**config.mk**
```make
export PLATFORM = sky130hd
export DESIGN_NAME = rbsi_div_lane
export DESIGN_NICKNAME = d
export VERILOG_FILES = /design/src/hw/rtl/rbsi_pkg.sv /design/src/hw/rtl/rbsi_div_lane.sv
export SDC_FILE = /design/constraint.sdc
export NUM_CORES = 2
export LEC_CHECK = 0
export BUFFER_PORTS_ARGS = -buffer_cell sky130_fd_sc_hd__buf_2
export CAP_MARGIN = 15
export CORE_AREA = 10 10 359 361
export CTS_CLUSTER_DIAMETER = 50
export DETAILED_ROUTE_END_ITERATION = 10
export DIE_AREA = 0 0 369 371
export PLACE_DENSITY_LB_ADDON = 0.25
export SLEW_MARGIN = 20
export SYNTH_ARGS = -nofsm -noshare
export SYNTH_HDL_FRONTEND = slang
export SYNTH_SLANG_ARGS = --single-unit
export TNS_END_PERCENT = 20
```
**constraint.sdc**
```tcl
create_clock -name clk_i -period 17.6 [get_ports clk_i]
set_clock_uncertainty 0.15 [all_clocks]
set_input_delay 3.52 -clock clk_i [delete_from_list [all_inputs] [get_ports clk_i]]
set_output_delay 3.52 -clock clk_i [all_outputs]
set_load 0.02 [all_outputs]
```
**src/hw/rtl/rbsi_pkg.sv**
```systemverilog
// Shared types and constants for the ray versus box slab test pipeline.
// No dependencies; every other file of the block imports this package.
`timescale 1ns / 1ps
`default_nettype none

package rbsi_pkg;

  // Direction is signed Q1.15, so quotients are scaled by 2^15.
  localparam int DIR_W    = 16;
  localparam int DIR_FRAC = 15;
  localparam int DEN_W    = 16;

  // Quotient bits produced by the divider before saturation.
  localparam int Q_W        = 33;
  localparam int STEP_BITS  = 3;
  localparam int N_STEPS    = Q_W / STEP_BITS;
  localparam int DIV_STAGES = N_STEPS + 2;

  localparam int DIST_W = 31;
  localparam int T_W    = 32;
  localparam int OUT_W  = 40;

  localparam logic [DIST_W-1:0] MAX_DIST_RESET = 31'd524288;

  localparam logic [Q_W-1:0] Q_POS_LIMIT = 33'h0_7FFF_FFFF;
  localparam logic [Q_W-1:0] Q_NEG_LIMIT = 33'h0_8000_0000;
  localparam logic [T_W-1:0] T_POS_SAT   = 32'h7FFF_FFFF;
  localparam logic [T_W-1:0] T_NEG_SAT   = 32'h8000_0000;

  // Normal component codes.
  localparam logic [1:0] NORM_ZERO = 2'b00;
  localparam logic [1:0] NORM_POS  = 2'b01;
  localparam logic [1:0] NORM_NEG  = 2'b11;

  typedef logic signed [T_W-1:0] tval_t;

  typedef struct packed {
    tval_t t0;
    tval_t t1;
  } tpair_t;

  // Running interval and entry face while the axes are merged in turn.
  typedef struct packed {
    logic        miss;
    tval_t       entry;
    tval_t       exit_t;
    logic [5:0]  normal;
  } slab_state_t;

  // Per-item flags that travel beside the divider lanes.
  typedef struct packed {
    logic [2:0] dzero;
    logic       pmiss;
  } side_t;

endpackage

`default_nettype wire

```
**src/hw/rtl/rbsi_div_lane.sv**
```systemverilog
// One pipelined restoring divider lane: |num| * 2^15 / |dir|, signed and saturated.
// Depends on rbsi_pkg; the stage enables come from the top-level flow control.
`timescale 1ns / 1ps
`default_nettype none

module rbsi_div_lane #(
  parameter int MAG_W = 33
) (
  input  wire logic                               clk_i,
  input  wire logic [rbsi_pkg::DIV_STAGES-1:0]    en_i,
  input  wire logic [MAG_W-1:0]                   mag_i,
  input  wire logic [rbsi_pkg::DEN_W-1:0]         den_i,
  input  wire logic                               neg_i,
  output rbsi_pkg::tval_t                         quot_o
);
  import rbsi_pkg::*;

  localparam int AN_W  = MAG_W + DIR_FRAC;
  localparam int EXT_W = (AN_W > Q_W + 1) ? AN_W : Q_W + 1;
  localparam int TOP_W = EXT_W - Q_W;
  localparam int CMP_W = (TOP_W > DEN_W) ? TOP_W : DEN_W;

  logic [EXT_W-1:0] an_ext;
  logic [CMP_W-1:0] top_c;
  logic [CMP_W-1:0] den_c;
  logic             ovf;

  logic [DEN_W-1:0] rem_q  [N_STEPS+1];
  logic [Q_W-1:0]   num_q  [N_STEPS+1];
  logic [Q_W-1:0]   quot_q [N_STEPS+1];
  logic [DEN_W-1:0] den_q  [N_STEPS+1];
  logic             neg_q  [N_STEPS+1];
  logic             ovf_q  [N_STEPS+1];
  tval_t            res_q;
  tval_t            res_d;

  // Quotient bits above bit 32 are not formed; their presence is an overflow.
  assign an_ext = EXT_W'({mag_i, {DIR_FRAC{1'b0}}});
  assign top_c  = CMP_W'(an_ext[EXT_W-1:Q_W]);
  assign den_c  = CMP_W'(den_i);
  assign ovf    = top_c >= den_c;

  always_ff @(posedge clk_i) begin
    if (en_i[0]) begin
      rem_q[0]  <= ovf ? '0 : top_c[DEN_W-1:0];
      num_q[0]  <= an_ext[Q_W-1:0];
      quot_q[0] <= '0;
      den_q[0]  <= den_i;
      neg_q[0]  <= neg_i;
      ovf_q[0]  <= ovf;
    end
  end

  for (genvar s = 1; s <= N_STEPS; s++) begin : g_step
    logic [DEN_W-1:0] rem_d;
    logic [Q_W-1:0]   num_d;
    logic [Q_W-1:0]   quot_d;

    always_comb begin
      logic [DEN_W:0] rx;
      rem_d  = rem_q[s-1];
      num_d  = num_q[s-1];
      quot_d = quot_q[s-1];
      for (int j = 0; j < STEP_BITS; j++) begin
        rx    = {rem_d, num_d[Q_W-1]};
        num_d = {num_d[Q_W-2:0], 1'b0};
        if (rx >= {1'b0, den_q[s-1]}) begin
          rx     = rx - {1'b0, den_q[s-1]};
          quot_d = {quot_d[Q_W-2:0], 1'b1};
        end else begin
          quot_d = {quot_d[Q_W-2:0], 1'b0};
        end
        rem_d = rx[DEN_W-1:0];
      end
    end

    always_ff @(posedge clk_i) begin
      if (en_i[s]) begin
        rem_q[s]  <= rem_d;
        num_q[s]  <= num_d;
        quot_q[s] <= quot_d;
        den_q[s]  <= den_q[s-1];
        neg_q[s]  <= neg_q[s-1];
        ovf_q[s]  <= ovf_q[s-1];
      end
    end
  end

  always_comb begin
    if (neg_q[N_STEPS]) begin
      if (ovf_q[N_STEPS] || (quot_q[N_STEPS] > Q_NEG_LIMIT)) begin
        res_d = T_NEG_SAT;
      end else begin
        res_d = -$signed(quot_q[N_STEPS][T_W-1:0]);
      end
    end else begin
      if (ovf_q[N_STEPS] || (quot_q[N_STEPS] > Q_POS_LIMIT)) begin
        res_d = T_POS_SAT;
      end else begin
        res_d = quot_q[N_STEPS][T_W-1:0];
      end
    end
  end

  always_ff @(posedge clk_i) begin
    if (en_i[N_STEPS+1]) begin
      res_q <= res_d;
    end
  end

  assign quot_o = res_q;

endmodule

`default_nettype wire

```
==> results.yml <==
outcome:
  status: "finished clean"
floorplan:
  core_area_sq_um: 121400
  die_w_um: 369
  start_util_pct: 41.73
  die_area_sq_um: 136900
  die_h_um: 371
  ios: 96
  rows: 128
synth:
  syn-num-nets: 5509
  seq_area_frac_synth_pct: 39.60
  synthFlopType: "edfxtp_1"
  yosysWarnings: 0
  synth_top_cell_by_area: "edfxtp_1"
  ys_ff_latch: 668
  synthCells: 4887
  synth_edf_count: 668
  synth_cell_type_count: 99
  syn_avg_cell_area_sq_um: 10.37
  yosysTopAreaCellShare_pct: 39.60
  synth_area_leaders: "edfxtp_1 (40%), ha_1 (13%), mux2_2 (6.5%), xnor2_1 (4.4%), a21oi_1 (3.6%)"
  synthesis.area_sq_um: 50660
  synthArstFlopShare_pct: 0
setup_path:
  critPathKind: "reg2reg"
  required_ns: 17.87
  cp_slowest_cell: "nor3b_4"
  endpoint_kind: "flip-flop"
  start_kind: "flip-flop"
  rrSetupSlack_ns: 7.60
  cp-startpoint: "den_q[9][1]$_DFFE_PP_"
  arrival_ns: 10.26
  setup.worst_path.end: "rem_q[10][2]$_DFFE_PP_"
  rr_worst_depth: 30
  slowest_delay_ns: 0.67
  r2r_start: "den_q[9][1]$_DFFE_PP_"
  rr_endpoint: "rem_q[10][2]$_DFFE_PP_"
  crit_fanout: 20
placed_design:
  hpwl_um: 97530
  port_buffers: 95
  gp_congestion: 0.8795
  placed_area_sq_um: 53050
drt:
  drc: 0
  drt_iter0_drc: 2384
  detail-route-antenna-nets: 0
  vias: 37610
  totalWireLength_um: 124000
  dr.pass1.iters: 5
  vias_per_cell: 5.596
  avgRoutedWirePerCell_um: 18.44
layout:
  drive_above_1_share_pct: 12.85
  stdcell_area_sq_um: 56050
  nets: 5644
  final-seq-area_sq_um: 20060
  multiInputGateArea_sq_um: 28970
  fillers: 11420
  syn_to_final_growth_pct: 10.64
  num_antenna_cells: 0
  final_core_util_pct: 46.17
clocking:
  cts_sinks: 668
  clk_latency_ns: 0.67
  ctsHoldBuffers: 0
  cts_max_path_buffers: 3
  cts.clk_slew.worst_paths_ns: 0.06
  cts_setup_buffers: 0
  cts_tree: "built"
  cts-root-buf: "clkbuf_16"
  numCtsBuffers: 89
  post_cts_resized: 0
  h-tree-depth: 3
global_route:
  antenna_found_initial: 1
  grt_pass1_vias: 36040
  grt_max_degree: 65
  track_usage_pct: 17.64
  grt_pass1_wl_um: 197500
  gr-total-overflow: 0
timing:
  slew_headroom_pct: 32.98
  rsz0062_at_grt: "false"
  setup_tns_ns: 0
  setup_viol: 0
  worst-slew-pin-transition_ns: 1.005
  fin_crit_sh_pct: 56.80
  period_needed_ns: 9.996
  clock.fmax_mhz: 100.0
  finalHoldViolations: 0
  final_max_slew_viol_count: 0
hold_path:
  hold_path.class: "reg2reg"
job:
  cap_viol_max_count: 0
-- per-stage QoR --
| step | std cells | hold slack [ns] | setup slack, ns |
|---|---|---|---|
| floorplan | 4887 | 0.2503 | 9.185 |
| CTS | 6722 | 0.2604 | 7.446 |
| global placement | 6556 | 0.2507 | 7.716 |
| global route | 6722 | 0.2662 | 6.792 |
| finish | 6722 | 0.2621 | 7.604 |
| detailed placement | 6556 | 0.2545 | 7.495 |
-- synthesized netlist by cell type (17+ instances only) --
| cell type | n |
|---|---|
| ha_1 | 535 |
| o21a_1 | 105 |
| nand3_1 | 80 |
| nand4_1 | 76 |
| mux2_2 | 294 |
| or3_1 | 38 |
| nor3b_1 | 22 |
| o41ai_1 | 18 |
| o21ai_0 | 258 |
| a31oi_1 | 41 |
| a31o_2 | 17 |
| o21bai_1 | 48 |
| a21o_1 | 157 |
| nor4_1 | 31 |
| o211ai_1 | 25 |
| a21boi_0 | 17 |
| and3_1 | 25 |
| xnor2_1 | 253 |
| or2_2 | 23 |
| xor2_1 | 130 |
| nor2b_1 | 80 |
| mux2i_1 | 30 |
| a211oi_1 | 42 |
| nand2b_1 | 51 |
| fa_1 | 23 |
| nand2_1 | 251 |
| nor3_1 | 129 |
| o31a_1 | 21 |
| buf_2 | 24 |
| clkbuf_1 | 47 |
| a211o_1 | 47 |
| o31ai_1 | 41 |
| nor2_1 | 327 |
| a21oi_1 | 361 |
| edfxtp_1 | 668 |
| inv_1 | 341 |
-- layout make-up --
class	count	area share, %
clock buffers	95	4.052
clock inverters	71	1.275
inverters	345	2.315
multi-input cells	3793	51.69
flip-flops and latches	668	35.79
well taps	1625	3.628
repair buffers	125	1.250
-- how the worst min path moves through the flow --
| stage | start | to | slack, ns | depth (start not counted) |
|---|---|---|---|---|
| 2_1_floorplan | neg_q[0][0]$_DFFE_PP_ | neg_q[0][1]$_DFFE_PP_ | 0.25 | 0 |
| 3_3_place_gp | neg_q[1][3]$_DFFE_PP_ | neg_q[2][0]$_DFFE_PP_ | 0.25 | 0 |
| 3_5_place_dp | num_q[0][15]$_DFFE_PP_ | num_q[1][18]$_DFFE_PP_ | 0.25 | 0 |
| 4_1_cts | quot_q[0][35]$_DFFE_PP_ | quot_q[0][71]$_DFFE_PP_ | 0.26 | 0 |
| 5_1_grt | num_q[2][20]$_DFFE_PP_ | num_q[3][23]$_DFFE_PP_ | 0.27 | 0 |
| 6_report | quot_q[1][38]$_DFFE_PP_ | quot_q[1][74]$_DFFE_PP_ | 0.26 | 0 |
-- layout by cell type, fill, tap and decap left out, types with 14 or more instances in the layout --
cell         n
edfxtp_1   668
a21oi_1    360
o21ai_0    258
a31o_2      17
a211oi_1    42
a31oi_1     41
nor2_1     327
nor4_1      31
nand2_1    251
o31ai_1     41
o21a_1     105
fa_1        23
o211ai_1    25
buf_2       95
ha_1       535
xor2_1     130
xnor2_1    253
nand2b_1    51
nor3_1     129
nor3b_1     22
mux2_2     294
inv_6       14
a21o_1     157
clkinv_1    15
a21boi_0    17
a211o_1     47
mux2i_1     30
clkbuf_16   90
and3_1      25
o31a_1      21
or3_1       38
or2_2       23
nor2b_1     80
buf_4       30
nand4_1     76
nand3_1     79
inv_1      341
o41ai_1     17
o21bai_1    48
-- state kept, by name (all words and copies together), names as in the netlist --
name and cells:
rem_q 175, neg_q 12, ovf_q 12, quot_q 198, num_q 63, quot_o 32, den_q 176
-- cell families (layout without fill, tap and decap cells) --
kind of cell | count (synthesis) | after routing | share of synthesized area, %
buffers and inverters | 426 | 636 | 3.327
AO/OA/AOI/OAI | 1327 | 1327 | 17.28
XOR/XNOR | 383 | 383 | 6.622
flip-flops | 668 | 668 | 39.60
multiplexers | 338 | 338 | 7.514
AND/OR/NAND/NOR | 1187 | 1187 | 11.53
adder cells (fa/ha/maj) | 558 | 558 | 14.12
-- metal layers --
metal / wire (um) / up-vias / global-route usage (%)
met1: 59370 / 17800 / 24.76
met4: 2962 / 0 / 4.810
met5: 0 / - / 0
met3: 6288 / 164 / 2.295
met2: 55350 / 934 / 28.43
li1: - / 18720 / -
-- critical path, delay by kind of cell, from the launching register on --
kind / cells / cell delay (ns)
flip-flops: 1 / 0.45
buffers and inverters: 2 / 0.78
multiplexers: 2 / 0.84
AO/OA/AOI/OAI: 16 / 4.26
adder cells (fa/ha/maj): 3 / 1.04
AND/OR/NAND/NOR: 7 / 2.22
Power is not shown: default switching activity piles up to over one toggle a cycle in this logic, so the estimate is an artifact.
