[config.mk]
export PLATFORM = sky130hd
export DESIGN_NAME = rbsi_slab_merge
export DESIGN_NICKNAME = d
export VERILOG_FILES = /design/src/hw/rtl/rbsi_pkg.sv /design/src/hw/rtl/rbsi_slab_merge.sv
export SDC_FILE = /design/constraint.sdc
export NUM_CORES = 1
export LEC_CHECK = 0
export BUFFER_PORTS_ARGS = -buffer_cell sky130_fd_sc_hd__buf_2
export CAP_MARGIN = 10
export CORE_ASPECT_RATIO = 1.2
export CORE_MARGIN = 2
export CORE_UTILIZATION = 29
export DETAILED_ROUTE_END_ITERATION = 16
export RECOVER_POWER = 100
export SKIP_LAST_GASP = 1
export SLEW_MARGIN = 25
export SYNTH_ARGS = -nofsm -noshare
export SYNTH_HDL_FRONTEND = slang
export SYNTH_SLANG_ARGS = --single-unit
[constraint.sdc]
create_clock -name clk_i -period 9 [get_ports clk_i]
set_input_delay 1.35 -clock clk_i [delete_from_list [all_inputs] [get_ports clk_i]]
set_output_delay 1.35 -clock clk_i [all_outputs]
set_load 0.005 [all_outputs]
[src/hw/rtl/rbsi_pkg.sv]
// Shared types and constants for the ray versus box slab test pipeline.
// No dependencies; every other file of the block imports this package.
`timescale 1ns / 1ps
`default_nettype none

package rbsi_pkg;

  // Direction is signed Q1.15, so quotients are scaled by 2^15.
  localparam int DIR_W    = 16;
  localparam int DIR_FRAC = 15;
  localparam int DEN_W    = 16;

  // Quotient bits produced by the divider before saturation.
  localparam int Q_W        = 33;
  localparam int STEP_BITS  = 3;
  localparam int N_STEPS    = Q_W / STEP_BITS;
  localparam int DIV_STAGES = N_STEPS + 2;

  localparam int DIST_W = 31;
  localparam int T_W    = 32;
  localparam int OUT_W  = 40;

  localparam logic [DIST_W-1:0] MAX_DIST_RESET = 31'd524288;

  localparam logic [Q_W-1:0] Q_POS_LIMIT = 33'h0_7FFF_FFFF;
  localparam logic [Q_W-1:0] Q_NEG_LIMIT = 33'h0_8000_0000;
  localparam logic [T_W-1:0] T_POS_SAT   = 32'h7FFF_FFFF;
  localparam logic [T_W-1:0] T_NEG_SAT   = 32'h8000_0000;

  // Normal component codes.
  localparam logic [1:0] NORM_ZERO = 2'b00;
  localparam logic [1:0] NORM_POS  = 2'b01;
  localparam logic [1:0] NORM_NEG  = 2'b11;

  typedef logic signed [T_W-1:0] tval_t;

  typedef struct packed {
    tval_t t0;
    tval_t t1;
  } tpair_t;

  // Running interval and entry face while the axes are merged in turn.
  typedef struct packed {
    logic        miss;
    tval_t       entry;
    tval_t       exit_t;
    logic [5:0]  normal;
  } slab_state_t;

  // Per-item flags that travel beside the divider lanes.
  typedef struct packed {
    logic [2:0] dzero;
    logic       pmiss;
  } side_t;

endpackage

`default_nettype wire

[src/hw/rtl/rbsi_slab_merge.sv]
// One registered merge stage: folds one axis's slab pair into the running interval.
// Depends on rbsi_pkg for the state and pair types.
`timescale 1ns / 1ps
`default_nettype none

module rbsi_slab_merge (
  input  wire logic                  clk_i,
  input  wire logic                  en_i,
  input  wire logic [2:0]            axis_sel_i,
  input  wire logic                  dzero_i,
  input  rbsi_pkg::tpair_t           tp_i,
  input  rbsi_pkg::slab_state_t      state_i,
  output rbsi_pkg::slab_state_t      state_o
);
  import rbsi_pkg::*;

  slab_state_t st_d;
  slab_state_t st_q;

  always_comb begin
    logic       swap;
    tval_t      lo;
    tval_t      hi;
    logic [1:0] code;
    st_d = state_i;
    swap = $signed(tp_i.t0) > $signed(tp_i.t1);
    lo   = swap ? tp_i.t1 : tp_i.t0;
    hi   = swap ? tp_i.t0 : tp_i.t1;
    code = swap ? NORM_POS : NORM_NEG;
    if (!dzero_i) begin
      if ($signed(lo) > $signed(state_i.entry)) begin
        st_d.entry = lo;
        for (int k = 0; k < 3; k++) begin
          st_d.normal[2*k +: 2] = axis_sel_i[k] ? code : NORM_ZERO;
        end
      end
      if ($signed(hi) < $signed(state_i.exit_t)) begin
        st_d.exit_t = hi;
      end
      if ($signed(st_d.entry) > $signed(st_d.exit_t)) begin
        st_d.miss = 1'b1;
      end
    end
  end

  always_ff @(posedge clk_i) begin
    if (en_i) begin
      st_q <= st_d;
    end
  end

  assign state_o = st_q;

endmodule

`default_nettype wire

==> results of run 1 <==
per-stage QoR:
step	instance area [um2]	setup TNS, ns
2_1_floorplan	8160	0
6_report	9950	0
5_1_grt	9940	-0.0100
4_1_cts	9990	0
3_5_place_dp	9700	-0.183
3_3_place_gp	9700	0
Yosys cell counts, types with 2 or more instances:
master	number	share of area
inv_1	101	0.046
and2_1	2	0.0015
a21o_1	26	0.024
buf_4	6	0.0055
a31oi_1	5	0.0038
nand4_1	22	0.017
o22a_1	8	0.0086
mux2i_1	32	0.039
mux2_1	8	0.011
a211oi_1	6	0.0055
o21a_1	13	0.012
or3_1	3	0.0023
mux2_2	94	0.13
nor2b_1	11	0.0084
o21bai_1	3	0.0028
a221o_1	2	0.0025
and4_1	3	0.0032
buf_6	7	0.0097
and3_1	6	0.0046
nand2_1	20	0.0092
a21oi_1	30	0.018
ha_1	127	0.19
nor2_1	15	0.0069
o21ai_0	19	0.012
nor4_1	2	0.0015
nand3_1	11	0.0067
clkbuf_1	4	0.0018
or4_1	3	0.0028
mux2_4	57	0.10
nor3_1	8	0.0049
edfxtp_1	71	0.26
buf_2	3	0.0018
o31ai_1	2	0.0018
per-layer routing:
layer  up-vias  part of all wire
li1       3279                 -
met1      3099              0.42
met3        31             0.056
met2       161              0.50
met5         -           0.00051
met4         2             0.027
cell type report:
type | count | area [um2]
Tap cell | 379 | 474
Clock buffer | 10 | 229
Timing Repair Buffer | 227 | 1160
Fill cell | 2916 | 17900
Sequential cell | 71 | 2130
Multi-Input combinational cell | 562 | 5500
Clock inverter | 6 | 61.3
Antenna cell | 4 | 10.0
Inverter | 101 | 379
cells by family after synthesis:
logic type	after synthesis	synth area share
mux	191	0.285
compound gates	130	0.114
buf+inv	122	0.0658
fa+ha+maj	127	0.195
simple gates	114	0.0794
flops	71	0.261
where the power goes:
| group | internal, mW | total (mW) | switching [mW] | leakage, nW |
|---|---|---|---|---|
| clock network | 0.213 | 0.372 | 0.159 | 0.132 |
| registers | 0.423 | 0.434 | 0.0115 | 0.695 |
| logic | 0.389 | 0.789 | 0.400 | 4.08 |
final timing paths:
check                 startpoint     endpoint  cells after the start
worst max-delay path    tp_i[27]  state_o[70]                     29
worst min-delay path  state_i[0]   state_o[0]                      2
==> flow_summary.toml, run 1 <==
[outcome]
status = "complete, but fails checks"
violations = "capacitance limit, slew limit"

[yosys]
synth_seq_cells = 71
syn_nets = 1023
yosysSeqAreaShare = 0.261
syn-instance-count = 755
synthArstFlopShare = 0
ys_types = 58
syn_avg_cell_area_um2 = 10.8
ys.flop_type = "edfxtp_1"
synth_area_mm2 = 0.00816
yosys_warnings = 0
synth_edf_count = 71

[route]
avgViaCountPerCell = 4.83
first_pass_iters = 4
wl_per_cell_um = 18.6
route.detailed.drc = 0
drt_iter0_drc = 336
antenna_left = 0
vias = 6572
routed_wl_um = 25300

[worst_setup_path]
crit_top_cell = "ha_1"
path_max_fanout = 19
cp.arrival_ns = 8.61
cp_slowest_cell = "or4_1"
cp-end-kind = "register"
start_kind = "input port"
crit_family = "simple AND/OR/NAND/NOR gates"
critPathKind = "in2reg"
path_buf_inv = 3
required_ns = 9.12
slowest_delay_ns = 0.52

[hold_path]
worst_hold_path_type = "in2reg"

[sta]
period_share = 0.944
period_needed_ns = 8.49
setup_violations = 0
hold_ws_ns = 1.30
slew_viol_final = 96
layout_setup_ws_ns = 0.508
worst_slew_pin_slew_ns = 4.18
fmax_mhz = 118
hold_viol = 0
max_slew_margin = -1.79

[grt]
track_usage = 0.172
grt_remaining_overflow = 0
grt_start_max_net_pins = 72
grt_util_met1 = 0.200
grt_use_met3 = 0.0437
use_met2 = 0.304
antenna_found_initial = 5
grt.busiest_layer = "met2"
grt_pass1_wl_um = 37800
grt_pass1_vias = 6698

[cts]
clk_path_buf_depth = 2
cts_resized = 0
post_cts_buffers = 0
tritoncts = "built"
cts.sinks = 71
clk_pin_slew_worst_paths_ns = 0.06
h-tree-depth = 3
clock-root-buffer = "clkbuf_16"
postCtsHoldBufs = 0
cts_buffers = 9

[pwr]
power_density_mw_per_mm2 = 160
finalPower_mw = 1.60
leakagePower_nw = 4.91
peakVddDrop_v = 0.0000853

[floorplan]
fp.dieW_um = 157
dieArea_mm2 = 0.0295
start_util = 0.293
die_h_um = 188
placementRows = 67
ios = 212
core_area_mm2 = 0.0278

[job]
max_cap_violations = 2

[final_layout]
synthToLayoutAreaGrowth_pct = 21.9
final_cells = 1360
final_common_cell = "buf_2"
post-route-util = 0.357
nNetsFinal = 1240
final_cell_mix = "buf_2 (186), ha_1 (127), inv_1 (101), mux2_2 (89), edfxtp_1 (71)"
largest_reg_flops = 71
drive_gt1_frac = 0.383

[place]
hpwl_um = 21000
dp.cells = 1340
place_ws_ns = -0.183
port_buffers = 211
gp_routability_congestion = 0.893
(Power assumes the default switching activity.)
==> run 2: changes to the inputs <==
--- a/config.mk
+++ b/config.mk
@@ -11,7 +11,7 @@
 export CORE_MARGIN = 2
 export CORE_UTILIZATION = 29
 export DETAILED_ROUTE_END_ITERATION = 16
-export RECOVER_POWER = 100
+export RECOVER_POWER = 50
 export SKIP_LAST_GASP = 1
 export SLEW_MARGIN = 25
 export SYNTH_ARGS = -nofsm -noshare
==> flow_summary.toml, run 2 (same netlist as run 1, synthesis figures left out) <==
[grt]
grt_remaining_overflow = 0
use_met2 = 0.304
grt.busiest_layer = "met2"
grt_pass1_vias = 6698
antenna_found_initial = 5
track_usage = 0.172
grt_use_met3 = 0.0437
grt_util_met1 = 0.200
grt_pass1_wl_um = 37800
grt_start_max_net_pins = 72

[pwr]
leakagePower_nw = 4.96
comb_power_share = 0.497
swShare = 0.356
peakVddDrop_v = 0.0000854
p_switching_mw = 0.568
power_density_mw_per_mm2 = 160
pwr-share-seq = 0.271
clkPwrFrac = 0.232
p_int_mw = 1.03

[sta]
period_needed_ns = 8.50
period_share = 0.944
max_slew_margin = -1.80
slew_viol_final = 72
setup-tns-final_ns = 0
setup_violations = 0
fmax_mhz = 118
worst_slew_pin_slew_ns = 4.20
hold_viol = 0

[cts]
tritoncts = "built"
h-tree-depth = 3
cts_resized = 0
cts_buffers = 9
clk_pin_slew_worst_paths_ns = 0.06
clk_path_buf_depth = 2
postCtsHoldBufs = 0
cts.sinks = 71
post_cts_buffers = 0
clock-root-buffer = "clkbuf_16"

[floorplan]
core_area_mm2 = 0.0278
fp.dieW_um = 157
dieArea_mm2 = 0.0295
ios = 212
placementRows = 67
start_util = 0.293
die_h_um = 188

[final_layout]
fillers = 2904
drive_gt1_frac = 0.406
final_cell_mix = "buf_2 (200), ha_1 (127), inv_1 (101), mux2_2 (94), edfxtp_1 (71)"
synthToLayoutAreaGrowth_pct = 22.4
nNetsFinal = 1240
fin_area_mm2 = 0.00999
post-route-util = 0.359
largest_reg_flops = 71
final_common_cell = "buf_2"

[place]
hpwl_um = 21000
gp_routability_congestion = 0.893
place_area_mm2 = 0.00970
port_buffers = 211

[route]
routed_wl_um = 25300
wl_per_cell_um = 18.6
first_pass_iters = 4
drt_iter0_drc = 333
antenna_left = 0
route.detailed.drc = 0
avgViaCountPerCell = 4.82
vias = 6560

[worst_setup_path]
required_ns = 9.12
cp-end-kind = "register"
cp_slowest_cell = "or4_1"
start_kind = "input port"
cp.arrival_ns = 8.61
slowest_delay_ns = 0.52
critPathKind = "in2reg"
path_max_fanout = 19
startpoint = "tp_i[27]"
crit_top_cell = "ha_1"

[hold_path]
worst_hold_path_type = "in2reg"
worstHoldStart = "state_i[0]"

[job]
max_cap_violations = 1

[outcome]
status = "complete, but fails checks"
violations = "capacitance limit, slew limit"
-- run 2: cell count changes in the layout (fill, tap and decap cells not counted), sizes merged --
cell	delta
buf	+16
clkbuf	-16
-- run 2: path summary, 6_finish.rpt --
kind / to / cells past startpoint / slack (ns)
min: state_o[0] / 2 / 1.29
max: state_o[70] / 29 / 0.50
-- run 2: cell type report --
class,instances,area [um2],share of cell area
Multi-Input combinational cell,562,5520,0.552
Clock inverter,6,61.3,0.00614
Clock buffer,10,229,0.0229
Sequential cell,71,2130,0.213
Tap cell,379,474,0.0475
Inverter,101,379,0.0380
Antenna cell,4,10.0,0.00100
Timing Repair Buffer,227,1190,0.119
-- run 2: metal layers --
layer	wire [um]	part of all wire
met5	13	0.00051
met4	613	0.024
met3	1420	0.056
met2	12700	0.50
met1	10500	0.42
-- run 2: worst max-delay path: cells and delay by family --
family,cells,cell delay (ns)
buffers and inverters,3,0.38
muxes,2,0.75
adders and majority gates,3,0.90
AOI/OAI and AO/OA,11,2.43
and+or+nand+nor,10,2.75
-- run 2: power by group through the flow --
stage	Sequential (mW)	Clock, mW	Combinational, mW
detailed placement	0.439	0	0.798
CTS	0.433	0.385	0.803
finish	0.434	0.370	0.794
global route	0.438	0.394	0.881
global placement	0.439	0	0.786
floorplan	0.445	0	0.538
-- run 2: stage by stage --
stage | power, mW | cells | setup slack, ns | hold slack, ns
3_5_place_dp | 1.24 | 1340 | -0.183 | 1.65
4_1_cts | 1.62 | 1356 | 0.193 | 1.28
2_1_floorplan | 0.983 | 755 | 1.28 | 1.46
6_report | 1.60 | 1360 | 0.504 | 1.29
3_3_place_gp | 1.23 | 1340 | 0.0270 | 1.65
5_1_grt | 1.71 | 1359 | -0.0101 | 1.29
==> run 3: changes to the inputs <==
--- a/config.mk
+++ b/config.mk
@@ -9,7 +9,7 @@
 export CAP_MARGIN = 10
 export CORE_ASPECT_RATIO = 1.2
 export CORE_MARGIN = 2
-export CORE_UTILIZATION = 29
+export CORE_UTILIZATION = 40
 export DETAILED_ROUTE_END_ITERATION = 16
 export RECOVER_POWER = 50
 export SKIP_LAST_GASP = 1
==> flow_summary.toml, run 3 (same netlist as run 1, synthesis figures left out) <==
[final_layout]
multiInputGateArea_mm2 = 0.00552
final_common_cell = "buf_2"
nNetsFinal = 1238
drive_gt1_frac = 0.408
final_cell_mix = "buf_2 (201), ha_1 (127), inv_1 (101), mux2_2 (94), edfxtp_1 (71)"
synthToLayoutAreaGrowth_pct = 20.8
regArea_mm2 = 0.00213
fillers = 1939
largest_reg_flops = 71

[pwr]
peakVddDrop_v = 0.0000930
leakagePower_nw = 4.98
power_density_mw_per_mm2 = 164

[place]
gp_routability_congestion = 0.933
hpwl_um = 19100
port_buffers = 211
place_ws_ns = -0.102

[cts]
h-tree-depth = 3
tritoncts = "built"
clk_path_buf_depth = 2
postCtsHoldBufs = 0
cts.sinks = 71
clk_pin_slew_worst_paths_ns = 0.06
clock-root-buffer = "clkbuf_16"
cts_buffers = 9

[grt]
grt_pass1_vias = 6600
grt_pass1_wl_um = 35300
track_usage = 0.214
antenna_found_initial = 3
grt_remaining_overflow = 0
grt_start_max_net_pins = 72

[floorplan]
ios = 212
core_area_mm2 = 0.0201
dieArea_mm2 = 0.0216
start_util = 0.406
die_h_um = 160
fp.dieW_um = 134
placementRows = 57

[route]
wl_per_cell_um = 18.6
vias = 6572
drt_iter0_drc = 322
first_pass_iters = 5
antenna_left = 0
routed_wl_um = 23100
route.detailed.drc = 0
avgViaCountPerCell = 5.29

[worst_setup_path]
path_max_fanout = 15
slowest_delay_ns = 0.56
crit_top_cell = "ha_1"
required_ns = 9.10
cp.arrival_ns = 8.67
cp_slowest_cell = "or4_1"
start_kind = "input port"
cp-end-kind = "register"
critPathKind = "in2reg"

[job]
max_cap_violations = 1

[sta]
rsz0062_at_grt = "no"
fmax_mhz = 117
slew_viol_final = 72
period_share = 0.951
hold_viol = 0
period_needed_ns = 8.56
layout_setup_ws_ns = 0.439
setup_violations = 0
max_slew_margin = -1.72
setup-tns-final_ns = 0
worst_slew_pin_slew_ns = 4.08

[outcome]
status = "complete, but fails checks"
violations = "capacitance limit, slew limit"

[hold_path]
worst_hold_path_type = "in2reg"
-- run 3: cell count changes in the layout (fill, tap and decap cells not counted), sizes merged --
cell / delta
inv: +1
bufinv: +1
buf: -1
clkinv: +2
clkbuf: -2
diode: -2
clkinvlp: -3
-- run 3: path summary, 6_finish.rpt --
path | startpoint | end | slack, ns | cells past startpoint
hold / removal | state_i[2] | state_o[2] | 1.30 | 2
setup / recovery | tp_i[14] | state_o[70] | 0.44 | 30
-- run 3: stage by stage --
stage	instance area, um2	util	power, mW	instances	hold WS, ns
floorplan	8160	-	0.983	755	1.46
global placement	9550	0.475	1.23	1224	1.65
detailed placement	9550	0.475	1.23	1224	1.66
CTS	9870	0.491	1.64	1240	1.28
global route	9860	0.490	1.73	1242	1.30
finish	9860	0.490	1.62	1242	1.30
-- run 3: metal layers --
metal | global-route usage | vias up | part of all wire | wire [um]
met4 | 0.0751 | 0 | 0.021 | 486
li1 | - | 3272 | - | -
met5 | 0 | - | 0 | 0
met3 | 0.0271 | 29 | 0.042 | 980
met2 | 0.381 | 181 | 0.50 | 11600
met1 | 0.266 | 3090 | 0.43 | 10000
-- run 3: power by group --
| group | switching (mW) | internal (mW) | leakage [nW] |
|---|---|---|---|
| logic | 0.397 | 0.391 | 4.13 |
| clock network | 0.154 | 0.244 | 0.160 |
| registers | 0.0114 | 0.423 | 0.695 |
-- run 3: timing repair --
item                                    4_1_cts  5_1_grt
buffers inserted                              0        0
endpoints found under the hold margin         0        0
endpoints found under the setup margin        0        1
resized for setup                             0        1
-- run 3: layout make-up --
type	instances	area share
Antenna cell	2	0.000508
Tap cell	265	0.0336
Sequential cell	71	0.216
Clock inverter	7	0.00977
Multi-Input combinational cell	562	0.559
Inverter	101	0.0385
Clock buffer	9	0.0228
Timing Repair Buffer	225	0.119
-- run 3: worst max-delay path, delay by kind of cell --
family / cells / cell delay (ns)
buffers and inverters: 5 / 0.64
muxes: 2 / 0.47
AOI/OAI and AO/OA: 9 / 1.76
adders and majority gates: 3 / 0.96
and+or+nand+nor: 11 / 3.47
